### config.mk
export PLATFORM = sky130hd
export DESIGN_NAME = waypoint_heading_steering_top
export DESIGN_NICKNAME = d
export VERILOG_FILES = /design/src/hw/rtl/wphs_pkg.sv /design/src/hw/rtl/waypoint_heading_steering_top.sv /design/src/hw/rtl/wphs_ram.sv /design/src/hw/rtl/wphs_cordic.sv
export VERILOG_INCLUDE_DIRS = /design/src /design/src/hw/rtl
export SDC_FILE = /design/constraint.sdc
export NUM_CORES = 2
export LEC_CHECK = 0
export BUFFER_PORTS_ARGS = -buffer_cell sky130_fd_sc_hd__buf_2
export CAP_MARGIN = 15
export CORE_MARGIN = 4
export CORE_UTILIZATION = 55
export CTS_CLUSTER_SIZE = 14
export DETAILED_ROUTE_END_ITERATION = 8
export PLACE_DENSITY_LB_ADDON = 0.08
export SYNTH_ARGS = -nofsm -noshare
export SYNTH_HDL_FRONTEND = slang
export SYNTH_SLANG_ARGS = --single-unit
### constraint.sdc
create_clock -name clk -period 11.7 [get_ports clk]
set_input_delay 2.34 -clock clk [delete_from_list [all_inputs] [get_ports clk]]
set_output_delay 2.34 -clock clk [all_outputs]
set_load 0.05 [all_outputs]
### src/hw/rtl/assert_macros.svh
// Assertion helpers used by the RTL.
`ifndef ASSERT_MACROS_SVH
`define ASSERT_MACROS_SVH

`ifndef SYNTHESIS
`define CHK_RST(label, clk, rst, prop, msg) \
  label: assert property (@(posedge clk) disable iff (rst) prop) else $error(msg);
`define CHK_ALWAYS(label, clk, prop, msg) \
  label: assert property (@(posedge clk) prop) else $error(msg);
`else
`define CHK_RST(label, clk, rst, prop, msg)
`define CHK_ALWAYS(label, clk, prop, msg)
`endif

`endif

### src/hw/rtl/wphs_pkg.sv
`default_nettype none

package wphs_pkg;

  typedef enum logic [1:0] {
    CMD_POSE  = 2'd0,
    CMD_PUSH  = 2'd1,
    CMD_CLEAR = 2'd2,
    CMD_SPIN  = 2'd3
  } cmd_t;

  localparam logic [1:0] SPIN_NONE = 2'd0;
  localparam logic [1:0] SPIN_CW   = 2'd1;
  localparam logic [1:0] SPIN_CCW  = 2'd2;

  localparam logic [1:0] REG_POS_TOL   = 2'd0;
  localparam logic [1:0] REG_DEADBAND  = 2'd1;
  localparam logic [1:0] REG_FWD_SPEED = 2'd2;

  localparam logic [15:0] POS_TOL_RESET   = 16'd38;
  localparam logic [13:0] DEADBAND_RESET  = 14'd521;
  localparam logic [9:0]  FWD_SPEED_RESET = 10'd160;

  // rad/s * 4096
  localparam logic signed [15:0] RATE_FULL    = 16'sd25736;
  localparam logic signed [15:0] RATE_HALF    = 16'sd12868;
  localparam logic signed [15:0] RATE_QUARTER = 16'sd3217;
  localparam logic signed [15:0] RATE_EIGHTH  = 16'sd1608;

  // error band edges, binary angle units
  localparam logic [16:0] HALF_TURN    = 17'd32768;
  localparam logic [16:0] FULL_TURN    = 17'd65536;
  localparam logic [16:0] BAND_HALF    = 17'd16384;
  localparam logic [16:0] BAND_QUARTER = 17'd4096;

  typedef struct packed {
    cmd_t               command;
    logic signed [15:0] pos_x;
    logic signed [15:0] pos_y;
    logic [15:0]        heading;
    logic signed [15:0] point_x;
    logic signed [15:0] point_y;
    logic [1:0]         spin_select;
  } cmd_beat_t;

  typedef struct packed {
    logic [9:0]         linear_speed;
    logic signed [15:0] angular_rate;
    logic [4:0]         queue_count;
    logic               push_dropped;
  } rsp_beat_t;

  typedef struct packed {
    logic signed [15:0] x;
    logic signed [15:0] y;
  } waypoint_t;

  // atan(2^-i) in 1/16 binary angle units
  function automatic logic [17:0] atan_step(input logic [3:0] i);
    logic [17:0] v;
    case (i)
      4'd0:    v = 18'd131072;
      4'd1:    v = 18'd77376;
      4'd2:    v = 18'd40884;
      4'd3:    v = 18'd20753;
      4'd4:    v = 18'd10417;
      4'd5:    v = 18'd5213;
      4'd6:    v = 18'd2607;
      4'd7:    v = 18'd1304;
      4'd8:    v = 18'd652;
      4'd9:    v = 18'd326;
      4'd10:   v = 18'd163;
      4'd11:   v = 18'd81;
      4'd12:   v = 18'd41;
      4'd13:   v = 18'd20;
      4'd14:   v = 18'd10;
      4'd15:   v = 18'd5;
      default: v = 18'd0;
    endcase
    return v;
  endfunction

endpackage

`default_nettype wire

### src/hw/rtl/waypoint_heading_steering_top.sv
// Channel  Beat type               Handshake
// cmd      wphs_pkg::cmd_beat_t    cmd_valid / cmd_stall
// rsp      wphs_pkg::rsp_beat_t    rsp_valid / rsp_stall
// cfg      16-bit data, 2-bit idx  cfg_we, no handshake back
//
// Push, clear, set-spin, and a pose beat with spin or an empty queue go straight to ST_EMIT.
// A pose beat pops reached waypoints in ST_LOOK, reading each new front from RAM; if the
// queue empties it goes to ST_EMIT, else it runs 16 CORDIC iterations in ST_AIM, then ST_STEER.
// One command beat in flight; cmd_stall is high until its result is loaded into rsp.
// Reset: queue empty, spin off, held speed and rate zero, registers at defaults;
// waypoint RAM is not cleared. A result held by rsp_stall blocks only the next load.
`default_nettype none
`include "assert_macros.svh"

module waypoint_heading_steering_top #(
  parameter int QUEUE_DEPTH = 16
) (
  input  wire logic                 clk,
  input  wire logic                 rst,
  input  wire logic                 cmd_valid,
  output logic                      cmd_stall,
  input  wire wphs_pkg::cmd_beat_t  cmd,
  output logic                      rsp_valid,
  input  wire logic                 rsp_stall,
  output wphs_pkg::rsp_beat_t       rsp,
  input  wire logic                 cfg_we,
  input  wire logic [1:0]           cfg_index,
  input  wire logic [15:0]          cfg_data
);

  localparam int HW = $clog2(QUEUE_DEPTH);
  localparam int FW = $clog2(QUEUE_DEPTH + 1);
  localparam int CW = FW + 5;
  localparam logic [FW-1:0] FILL_MAX = FW'(QUEUE_DEPTH);
  localparam logic [HW:0]   SLOT_WRAP = (HW+1)'(QUEUE_DEPTH);
  localparam logic [HW-1:0] HEAD_LAST = HW'(QUEUE_DEPTH - 1);

  typedef enum logic [2:0] {
    ST_IDLE,
    ST_LOOK,
    ST_AIM,
    ST_STEER,
    ST_EMIT
  } state_t;

  state_t             state;
  logic [15:0]        pos_tol;
  logic [13:0]        deadband;
  logic [9:0]         fwd_speed;
  logic [HW-1:0]      q_head;
  logic [FW-1:0]      q_fill;
  logic [1:0]         spin_state;
  logic [9:0]         held_linear;
  logic signed [15:0] held_angular;
  logic               dropped;
  logic signed [15:0] px;
  logic signed [15:0] py;
  logic [15:0]        yaw;
  logic [15:0]        brg;

  // queue addressing
  logic [HW-1:0]      head_inc;
  logic [HW:0]        slot_sum;
  logic [HW-1:0]      push_slot;
  logic [CW-1:0]      fill_wide;

  // RAM ports
  logic               ram_we;
  logic               ram_re;
  logic [HW-1:0]      ram_raddr;
  logic [31:0]        ram_rdata;
  wphs_pkg::waypoint_t front;
  wphs_pkg::waypoint_t new_point;

  // reach test / CORDIC
  logic signed [16:0] ex;
  logic signed [16:0] ey;
  logic [16:0]        ex_abs;
  logic [16:0]        ey_abs;
  logic               reached;
  logic               pop;
  logic               cord_start;
  logic               cord_done;
  logic [15:0]        cord_bearing;

  // steering decision
  logic [15:0]        diff;
  logic [16:0]        err;
  logic signed [15:0] band_rate;
  logic [9:0]         steer_linear;
  logic signed [15:0] steer_angular;

  logic               accept;
  logic               pose_look;
  logic               emit_go;

  assign accept    = cmd_valid && !cmd_stall;
  assign cmd_stall = (state != ST_IDLE);
  assign emit_go   = (state == ST_EMIT) && (!rsp_valid || !rsp_stall);

  always_comb begin
    head_inc  = (q_head == HEAD_LAST) ? '0 : q_head + HW'(1);
    slot_sum  = (HW+1)'(q_head) + (HW+1)'(q_fill);
    push_slot = (slot_sum >= SLOT_WRAP) ? HW'(slot_sum - SLOT_WRAP) : slot_sum[HW-1:0];
    fill_wide = CW'(q_fill);

    front     = wphs_pkg::waypoint_t'(ram_rdata);
    new_point = '{x: cmd.point_x, y: cmd.point_y};

    ex      = {front.x[15], front.x} - {px[15], px};
    ey      = {front.y[15], front.y} - {py[15], py};
    ex_abs  = ex[16] ? 17'(-ex) : 17'(ex);
    ey_abs  = ey[16] ? 17'(-ey) : 17'(ey);
    reached = (ex_abs < {1'b0, pos_tol}) && (ey_abs < {1'b0, pos_tol});
    pop        = (state == ST_LOOK) && reached;
    cord_start = (state == ST_LOOK) && !reached;

    pose_look = accept && (cmd.command == wphs_pkg::CMD_POSE) &&
                (spin_state != wphs_pkg::SPIN_CW) && (spin_state != wphs_pkg::SPIN_CCW) &&
                (q_fill != '0);
    ram_we    = accept && (cmd.command == wphs_pkg::CMD_PUSH) && (q_fill < FILL_MAX);
    // keep reading the new front while popping
    ram_re    = pose_look || (pop && (q_fill != FW'(1)));
    ram_raddr = (state == ST_LOOK) ? head_inc : q_head;

    diff = brg - yaw;
    err  = ({1'b0, diff} <= wphs_pkg::HALF_TURN) ? {1'b0, diff}
                                                 : wphs_pkg::FULL_TURN - {1'b0, diff};
    if (err > wphs_pkg::BAND_HALF) begin
      band_rate = wphs_pkg::RATE_HALF;
    end else if (err > wphs_pkg::BAND_QUARTER) begin
      band_rate = wphs_pkg::RATE_QUARTER;
    end else begin
      band_rate = wphs_pkg::RATE_EIGHTH;
    end
    if (err <= {3'b0, deadband}) begin
      steer_linear  = fwd_speed;
      steer_angular = '0;
    end else begin
      steer_linear  = '0;
      // exact half turn turns negative
      steer_angular = diff[15] ? -band_rate : band_rate;
    end
  end

  wphs_ram #(
    .WIDTH (32),
    .DEPTH (QUEUE_DEPTH)
  ) u_store (
    .clk   (clk),
    .we    (ram_we),
    .waddr (push_slot),
    .wdata (new_point),
    .re    (ram_re),
    .raddr (ram_raddr),
    .rdata (ram_rdata)
  );

  wphs_cordic u_cordic (
    .clk     (clk),
    .rst     (rst),
    .start   (cord_start),
    .dx      (ex),
    .dy      (ey),
    .done    (cord_done),
    .bearing (cord_bearing)
  );

  always_ff @(posedge clk) begin
    if (rst) begin
      state        <= ST_IDLE;
      rsp_valid    <= 1'b0;
      pos_tol      <= wphs_pkg::POS_TOL_RESET;
      deadband     <= wphs_pkg::DEADBAND_RESET;
      fwd_speed    <= wphs_pkg::FWD_SPEED_RESET;
      q_head       <= '0;
      q_fill       <= '0;
      spin_state   <= wphs_pkg::SPIN_NONE;
      held_linear  <= '0;
      held_angular <= '0;
      dropped      <= 1'b0;
    end else begin
      if (cfg_we) begin
        case (cfg_index)
          wphs_pkg::REG_POS_TOL:   pos_tol   <= cfg_data;
          wphs_pkg::REG_DEADBAND:  deadband  <= cfg_data[13:0];
          wphs_pkg::REG_FWD_SPEED: fwd_speed <= cfg_data[9:0];
          default: ;
        endcase
      end

      if (emit_go) begin
        rsp_valid <= 1'b1;
      end else if (rsp_valid && !rsp_stall) begin
        rsp_valid <= 1'b0;
      end

      case (state)
        ST_IDLE: begin
          if (accept) begin
            px      <= cmd.pos_x;
            py      <= cmd.pos_y;
            yaw     <= cmd.heading;
            dropped <= 1'b0;
            state   <= ST_EMIT;
            case (cmd.command)
              wphs_pkg::CMD_POSE: begin
                if (spin_state == wphs_pkg::SPIN_CW) begin
                  held_linear  <= '0;
                  held_angular <= wphs_pkg::RATE_FULL;
                end else if (spin_state == wphs_pkg::SPIN_CCW) begin
                  held_linear  <= '0;
                  held_angular <= -wphs_pkg::RATE_FULL;
                end else if (q_fill == '0) begin
                  held_linear  <= '0;
                  held_angular <= '0;
                end else begin
                  state <= ST_LOOK;
                end
              end
              wphs_pkg::CMD_PUSH: begin
                if (q_fill < FILL_MAX) begin
                  q_fill <= q_fill + FW'(1);
                end else begin
                  dropped <= 1'b1;
                end
              end
              wphs_pkg::CMD_CLEAR: begin
                q_head <= '0;
                q_fill <= '0;
              end
              wphs_pkg::CMD_SPIN: begin
                spin_state <= cmd.spin_select;
              end
              default: ;
            endcase
          end
        end
        ST_LOOK: begin
          if (reached) begin
            q_head <= head_inc;
            q_fill <= q_fill - FW'(1);
            if (q_fill == FW'(1)) begin
              held_linear  <= '0;
              held_angular <= '0;
              state        <= ST_EMIT;
            end
          end else begin
            state <= ST_AIM;
          end
        end
        ST_AIM: begin
          if (cord_done) begin
            brg   <= cord_bearing;
            state <= ST_STEER;
          end
        end
        ST_STEER: begin
          held_linear  <= steer_linear;
          held_angular <= steer_angular;
          state        <= ST_EMIT;
        end
        ST_EMIT: begin
          if (emit_go) begin
            rsp.linear_speed <= held_linear;
            rsp.angular_rate <= held_angular;
            rsp.queue_count  <= fill_wide[4:0];
            rsp.push_dropped <= dropped;
            state            <= ST_IDLE;
          end
        end
        default: state <= ST_IDLE;
      endcase
    end
  end

  `CHK_RST(a_fill_bound, clk, rst, q_fill <= FILL_MAX, "queue fill above depth")
  `CHK_RST(a_look_nonempty, clk, rst, (state == ST_LOOK) |-> (q_fill != '0), "front read on empty queue")
  `CHK_RST(a_pop_count, clk, rst, pop |=> (q_fill == $past(q_fill) - FW'(1)), "pop did not drop fill")
  `CHK_RST(a_drop_full, clk, rst, (emit_go && dropped) |-> (q_fill == FILL_MAX), "drop with room left")
  `CHK_RST(a_drive_or_turn, clk, rst, (held_linear != '0) |-> (held_angular == '0), "speed and rate both set")

endmodule

`default_nettype wire

### src/hw/rtl/wphs_ram.sv
`default_nettype none

module wphs_ram #(
  parameter int WIDTH = 32,
  parameter int DEPTH = 16
) (
  input  wire logic                     clk,
  input  wire logic                     we,
  input  wire logic [$clog2(DEPTH)-1:0] waddr,
  input  wire logic [WIDTH-1:0]         wdata,
  input  wire logic                     re,
  input  wire logic [$clog2(DEPTH)-1:0] raddr,
  output logic [WIDTH-1:0]              rdata
);

  logic [WIDTH-1:0] mem [DEPTH];

  always_ff @(posedge clk) begin
    if (we) begin
      mem[waddr] <= wdata;
    end
    if (re) begin
      rdata <= mem[raddr];
    end
  end

endmodule

`default_nettype wire

### src/hw/rtl/wphs_cordic.sv
`default_nettype none

// Iterative vectoring CORDIC: bearing of (dx, dy) as a 16-bit binary angle.
// 16 micro-rotations, one per cycle; done pulses the cycle after the last.
module wphs_cordic (
  input  wire logic               clk,
  input  wire logic               rst,
  input  wire logic               start,
  input  wire logic signed [16:0] dx,
  input  wire logic signed [16:0] dy,
  output logic                    done,
  output logic [15:0]             bearing
);

  localparam int XW = 28;   // |x|,|y| stay below 2^26 after gain
  localparam int ZW = 21;
  localparam int TW = 23;
  localparam logic signed [TW-1:0] BASE_HALF = TW'(524288);  // half turn * 16
  localparam logic signed [TW-1:0] ROUND     = TW'(8);

  logic                  busy;
  logic [3:0]            step;
  logic signed [XW-1:0]  x;
  logic signed [XW-1:0]  y;
  logic signed [ZW-1:0]  z;
  logic                  half;
  logic                  zero_vec;

  logic signed [XW-1:0]  x_init;
  logic signed [XW-1:0]  y_init;
  logic signed [XW-1:0]  x_sh;
  logic signed [XW-1:0]  y_sh;
  logic signed [ZW-1:0]  angle;
  logic signed [TW-1:0]  total;

  always_comb begin
    x_init = signed'({{(XW-25){dx[16]}}, dx, 8'b0});
    y_init = signed'({{(XW-25){dy[16]}}, dy, 8'b0});
    x_sh   = x >>> step;
    y_sh   = y >>> step;
    angle  = signed'({{(ZW-18){1'b0}}, wphs_pkg::atan_step(step)});
    total  = signed'({{(TW-ZW){z[ZW-1]}}, z}) + (half ? BASE_HALF : '0) + ROUND;
    bearing = zero_vec ? 16'd0 : total[19:4];
  end

  always_ff @(posedge clk) begin
    if (rst) begin
      busy <= 1'b0;
      done <= 1'b0;
    end else begin
      done <= 1'b0;
      if (start) begin
        busy     <= 1'b1;
        step     <= 4'd0;
        z        <= '0;
        half     <= dx[16];
        zero_vec <= (dx == 17'sd0) && (dy == 17'sd0);
        x        <= dx[16] ? -x_init : x_init;
        y        <= dx[16] ? -y_init : y_init;
      end else if (busy) begin
        if (!y[XW-1]) begin
          x <= x + y_sh;
          y <= y - x_sh;
          z <= z + angle;
        end else begin
          x <= x - y_sh;
          y <= y + x_sh;
          z <= z - angle;
        end
        step <= step + 4'd1;
        if (step == 4'd15) begin
          busy <= 1'b0;
          done <= 1'b1;
        end
      end
    end
  end

endmodule

`default_nettype wire
# --- Word-level counts from Yosys, hierarchy flattened ---
# Memories as Yosys holds them, arrays and structs flattened. A register that Yosys moved wholly into a read port is not among the register bits.
# Cells that the tools add are included.
word_totals:
  memories: 2
  out_inout_bits: 34
  ram_bits: 512
  inputBits: 107
  romBits: 288
  register_bits: 263
mem_list:
  columns: ["memory", "depth", "width", "read_ports", "rd_clocked_by_memory_dff", "wr", "line", "text"]
  rows:
  - ["u_store.mem", 16, 32, 1, 1, 1, "wphs_ram.sv:16", "logic [WIDTH-1:0] mem [DEPTH];"]
  - ["(no name shown)", 16, 18, 1, 1, 0, "wphs_pkg.sv:61", "case (i)"]
classes:
  add_sub_neg: 23
  n_mux: 70
  n_lt_le_gt_ge: 8
  n_bitwise: 2
  shifts: 2
  n_eq_ne: 28
  n_reduce_logical: 47
ops:
  columns: ["op", "count"]
  rows:
  - ["$mux 28", 8]
  - ["$mux 16", 9]
  - ["$mux 10", 8]
  - ["$add 28x28->28", 2]
  - ["$neg 25->28", 2]
  - ["$sshr 28x4->28", 2]
  - ["$sub 28x28->28", 2]
  - ["$mux 17", 3]
  - ["$pmux 16 s3", 1]
  - ["$mux 21", 2]
  - ["$mux 4", 9]
  - ["$logic_not 17->1", 2]
  - ["$lt 17x16->1", 2]
  - ["$neg 17->17", 2]
  - ["$sub 16x16->17", 2]
  - ["$pmux 10 s3", 1]
  - ["$mux 3", 9]
  - ["$add 21x19->21", 1]
  - ["$sub 21x19->21", 1]
  - ["$add 20x20->20", 1]
  - ["$add 20x4->20 const B", 1]
  - ["$mux 20", 1]
  - ["$pmux 5 s2", 2]
  - ["$gt 17x13->1 const B", 1]
  - ["other kinds (48)", 106]

# --- Depth between registers and ports, before layout ---
logic_depth:
  depth_word: 10
  mapped_depth: 33

# --- Cells and area by module ---
# Synthesis repeated with hierarchy kept, for this count alone.
unflattened:
  cells_unflattened: 3635
  area_unflattened_um2: 44669.1
modules_own_cells:
  columns: ["module", "instances", "area_per_inst_um2", "seq_area_each_um2", "cells_each"]
  rows:
  - ["wphs_ram", 1, 20155.6, 16335.7, 838]
  - ["wphs_cordic", 1, 13056.3, 2862.7, 1539]
  - ["waypoint_heading_steering_top", 1, 11457.2, 4324.1, 1258]

# --- Worst setup path before layout ---
# OpenSTA, ideal clock, no wires.
synth_path:
  path_type: "reg-to-reg"
  start: "register u_store.rdata[0], read port of u_store.mem"
  end: "register u_cordic.step[0], enable pin"
  required_ps: 11266
  arrival_ps: 6264
  stages_incl_launch_ff: 27
  synth_period_minus_slack_ps: 6698
  path_slack_ps: 5002
  n_path_buf: 1
  path_cell_list: "edfxtp_1 inv_1 ha_1 fa_1 nor2b_1 o21ai_0 a21boi_0 o21ai_0 a211oi_1 or3_1 a311oi_1 nor2_1 o22ai_1 clkbuf_1 o21ai_0 ha_1 a21boi_0 o21a_1 o21a_1 o21a_1 o21a_1 o21ai_0 a2111oi_0 nor3_1 nor2_1 o31ai_1 inv_1"
synth_between:
  elab_chain_len: 9
synth_lines:
  columns: ["element", "line", "text"]
  rows:
  - ["start: declaration", "wphs_ram.sv:13", "output logic [WIDTH-1:0] rdata"]
  - ["$sub 16x16->17 (*)", "waypoint_heading_steering_top.sv:111", "ey = {front.y[15], front.y} - {py[15], py};"]
  - ["$neg 17->17", "waypoint_heading_steering_top.sv:113", "ey_abs = ey[16] ? 17'(-ey) : 17'(ey);"]
  - ["$mux 17 (*)", "waypoint_heading_steering_top.sv:113", null]
  - ["$lt 17x16->1 (*)", "waypoint_heading_steering_top.sv:114", "reached = (ex_abs < {1'b0, pos_tol}) && (ey_abs < {1'b0, pos_tol});"]
  - ["$logic_and 1x1->1 (*)", "waypoint_heading_steering_top.sv:114", null]
  - ["$logic_not 1->1 (*)", "waypoint_heading_steering_top.sv:116", "cord_start = (state == ST_LOOK) && !reached;"]
  - ["$logic_and 1x1->1 (*)", "waypoint_heading_steering_top.sv:116", null]
  - ["$reduce_bool 2->1 (no source line) (*)", null, null]
  - ["$reduce_and 2->1 (no source line) (*)", null, null]
  - ["end signal: assignment", "wphs_cordic.sv:70", "step <= step + 4'd1;"]
  - ["end: declaration", "wphs_cordic.sv:22", "logic [3:0] step;"]
# Mark *: on every way between the ends. The rest lies on a longest branch, timed or not.
# A chain may end at the register's enable or synchronous reset.

# --- Worst setup path in the final report ---
layout_path:
  start: "register px[0]"
  end: "register, netlist name u_cordic.angle[4]"
layout_between:
  elab_chain_len: 10
layout_lines:
  columns: ["element", "line", "text"]
  rows:
  - ["start: declaration", "waypoint_heading_steering_top.sv:56", "logic signed [15:0] px;"]
  - ["start signal: assignment", "waypoint_heading_steering_top.sv:201", "px <= cmd.pos_x;"]
  - ["$sub 16x16->17 (*)", "waypoint_heading_steering_top.sv:110", "ex = {front.x[15], front.x} - {px[15], px};"]
  - ["$neg 17->17", "waypoint_heading_steering_top.sv:112", "ex_abs = ex[16] ? 17'(-ex) : 17'(ex);"]
  - ["$mux 17 (*)", "waypoint_heading_steering_top.sv:112", null]
  - ["$lt 17x16->1 (*)", "waypoint_heading_steering_top.sv:114", null]
  - ["$logic_and 1x1->1 (*)", "waypoint_heading_steering_top.sv:114", null]
  - ["$logic_not 1->1 (*)", "waypoint_heading_steering_top.sv:116", null]
  - ["$logic_and 1x1->1 (*)", "waypoint_heading_steering_top.sv:116", null]
  - ["$reduce_bool 2->1 (no source line)", null, null]
  - ["$reduce_and 2->1 (no source line)", null, null]
  - ["$mux 4 (no source line) (*)", null, null]
# Marks and branches as above.

==> impl_metrics.ini <==
[worst_setup_path]
r2r_cells = 28
cp-start-kind = flop
critPathRequiredTime_ns = 12.24
crit_top_cell = o21a_1
critical-path-slowest-cell = a32oi_2
cp-end-kind = flop
crit_arrival_ns = 8.36
criticalPathCategory = reg2reg
worstPathMaxFanout = 48
max_stage_delay_ns = 0.61
r2r-end = u_cordic.angle[4]
crit_end = u_cordic.angle[4]
r2r_slack_ns = 3.89
crit_start = px[0]
reg2reg_from = px[0]

[cells_and_area]
register_area_um2 = 23500
drive_above_1_share = 0.164
finish.utilization = 0.620
multi_input_area_um2 = 18600
fillers = 6019
area_growth_pct = 11.7
final_cell_mix = edfxtp_1 (718), nand2_1 (314), nor2_1 (275)
layout_commonest_cell = edfxtp_1
finalNetCount = 3884
final_area_um2 = 48100

[route]
drcViolationCount = 0
wl_per_cell_um = 22.3
drt-total-wl_um = 105000
dr_total_vias = 28442
drt_iter0_markers = 2219
drt_first_pass_iters = 6
drtAntennaViolNets = 0
viasPerCell = 6.06

[sta]
clock_skew_ns = 0.0632
tightestPinTransition_ns = 1.18
setup_viol = 0
finalSetupTns_ns = 0
period_share = 0.668
period_needed_ns = 7.81
finalHoldViolCount = 0
timing.final.max_slew_violations = 0
max_freq_mhz = 128
rsz0062_at_grt = false
postLayoutSetupSlackWorst_ns = 3.89
relSlewSlack = 0.216

[clock_network]
clk_path_buf_depth = 3
cts_tree = built
post_cts_buffers = 0
cts_sinks = 816
numCtsBuffers = 87
cts_hold_buffers = 0
cts_htree_levels = 3
clk_latency_ns = 0.67
clk_pin_slew_ns = 0.06
cts_root_buffer = clkbuf_16
post_cts_resized = 0

[global_route]
antenna_found_initial = 6
grt_max_degree = 81
grt_first_pass_wirelength_um = 162000
gr-usage-all-layers = 0.251
grt_overflow = 0
grt_pass1_vias = 28138

[logic_synthesis]
synth_seq_cells = 816
syn_area_per_cell_um2 = 12.5
postSynth.asyncResetShare = 0
postSynthCellCount = 3453
synthAdderAreaFrac = 0.0593
synth_compound_area_frac = 0.103
synth_simple_gate_area_frac = 0.103
synthMuxAreaShare = 0.113
yosysWarnings = 0
synth_top_family_by_area = multiplexers
syn_area_um2 = 43100
synth.net_count = 3760
synth-main-ff-cell = edfxtp_1
yosysSeqAreaShare = 0.546
yosys.area_share.xor_xnor = 0.0481
synth_edf_count = 718
yosys.cell_types.count = 90

[pwr]
powerDensity_nw_per_um2 = 139
max-vdd-ir-drop_mv = 0.146
finalPower_mw = 6.70
p_leak_nw = 17.4

[place]
port-buffer-count = 140
dp.final_hpwl_um = 68300
placed_area_um2 = 45000
routabilityCongestion = 0.865
dp_slack_ns = 3.89

[run_status]
status = completed

[floorplan]
die_area_um2 = 82900
core-area_um2 = 77600
die_width_um = 288
design.portCount = 141
start_util = 0.556
rows = 102
die_height_um = 288

[run]
drv_cap = 0

[worst_hold_path]
min_path_type = reg2reg
==> flip-flops by register name, indices dropped and copies added (netlist names), 14 cells and up <==
register and cells:
u_cordic.y 28, brg 16, u_cordic.x 28, px 16, py 16, u_cordic.angle 18
u_store.rdata 32, rsp 28, yaw 16, deadband 14, pos_tol 16, u_cordic.z 20
u_store.mem 512
==> cells by family (layout without fill, tap and decap cells) <==
kind of cell | count (synthesis) | after routing
other | 0 | 3
adder cells (fa/ha/maj) | 200 | 200
XOR/XNOR | 237 | 237
AO/OA/AOI/OAI | 684 | 684
flip-flops | 816 | 816
buffers and inverters | 302 | 500
AND/OR/NAND/NOR | 957 | 957
multiplexers | 257 | 257
==> critical path: cells and delay by family, from the launching register on <==
kind,cells,cell delay [ns]
compound gates,16,3.42
buf+inv,4,1.37
simple gates,3,0.86
fa+ha+maj,3,0.93
flops,1,0.37
mux,2,0.71
==> per-stage QoR <==
stage	cells	hold WS, ns
floorplan	3453	0.406
global placement	4527	0.437
finish	4694	0.432
global route	4691	0.451
detailed placement	4527	0.415
CTS	4690	0.429
==> worst min-delay path by stage <==
stage	depth (start not counted)	startpoint	slack, ns	endpoint
3_5_place_dp	0	held_linear[1]	0.41	rsp[23]
5_1_grt	0	held_angular[0]	0.45	rsp[6]
2_1_floorplan	0	q_fill[3]	0.41	rsp[4]
6_report	0	held_linear[1]	0.43	rsp[23]
4_1_cts	0	held_linear[1]	0.43	rsp[23]
3_3_place_gp	0	held_angular[1]	0.44	rsp[7]
==> metal layers <==
metal,GRT usage,share of wire,vias to the layer above
li1,-,-,13258
met1,0.332,0.42,14211
met2,0.430,0.50,769
met3,0.0372,0.053,198
met4,0.0813,0.032,6
met5,0,0.00042,-
==> synthesized netlist by cell type (all sizes together) (21+ instances only) <==
master  number  area [um^2]
o211ai      21          163
mux2i       55          551
a211oi      56          420
ha         193         2410
nand3       47          235
a21o        37          278
dfxtp       98         1960
inv        154          578
nand2      315         1180
a31oi       55          350
a21oi      201         1020
nor3        53          265
and2        71          444
buf         63          279
and3        24          150
xor2        83          727
o21ai      124          632
o31ai       22          179
o21a        31          233
clkbuf      84          315
xnor2      154         1350
nor2       294         1110
edfxtp     718        21600
mux4       183         4120
==> final cells by class <==
| class | count | share of cell area |
|---|---|---|
| antenna | 3 | 0.000156 |
| clock inverter | 57 | 0.0159 |
| clock buffer | 106 | 0.0484 |
| timing repair buffer | 182 | 0.0211 |
| multi-input combinational | 2335 | 0.387 |
| inverter | 155 | 0.0121 |
| tap | 1040 | 0.0270 |
| sequential | 816 | 0.489 |
==> where the power goes <==
part / internal (mW) / switching (mW) / leakage, nW
sequential: 3.20 / 0.0174 / 7.28
combinational: 0.210 / 0.351 / 8.63
clock: 1.73 / 1.19 / 1.50
total: 5.14 / 1.56 / 17.4
Note: power is estimated with default switching activity, not from simulation.
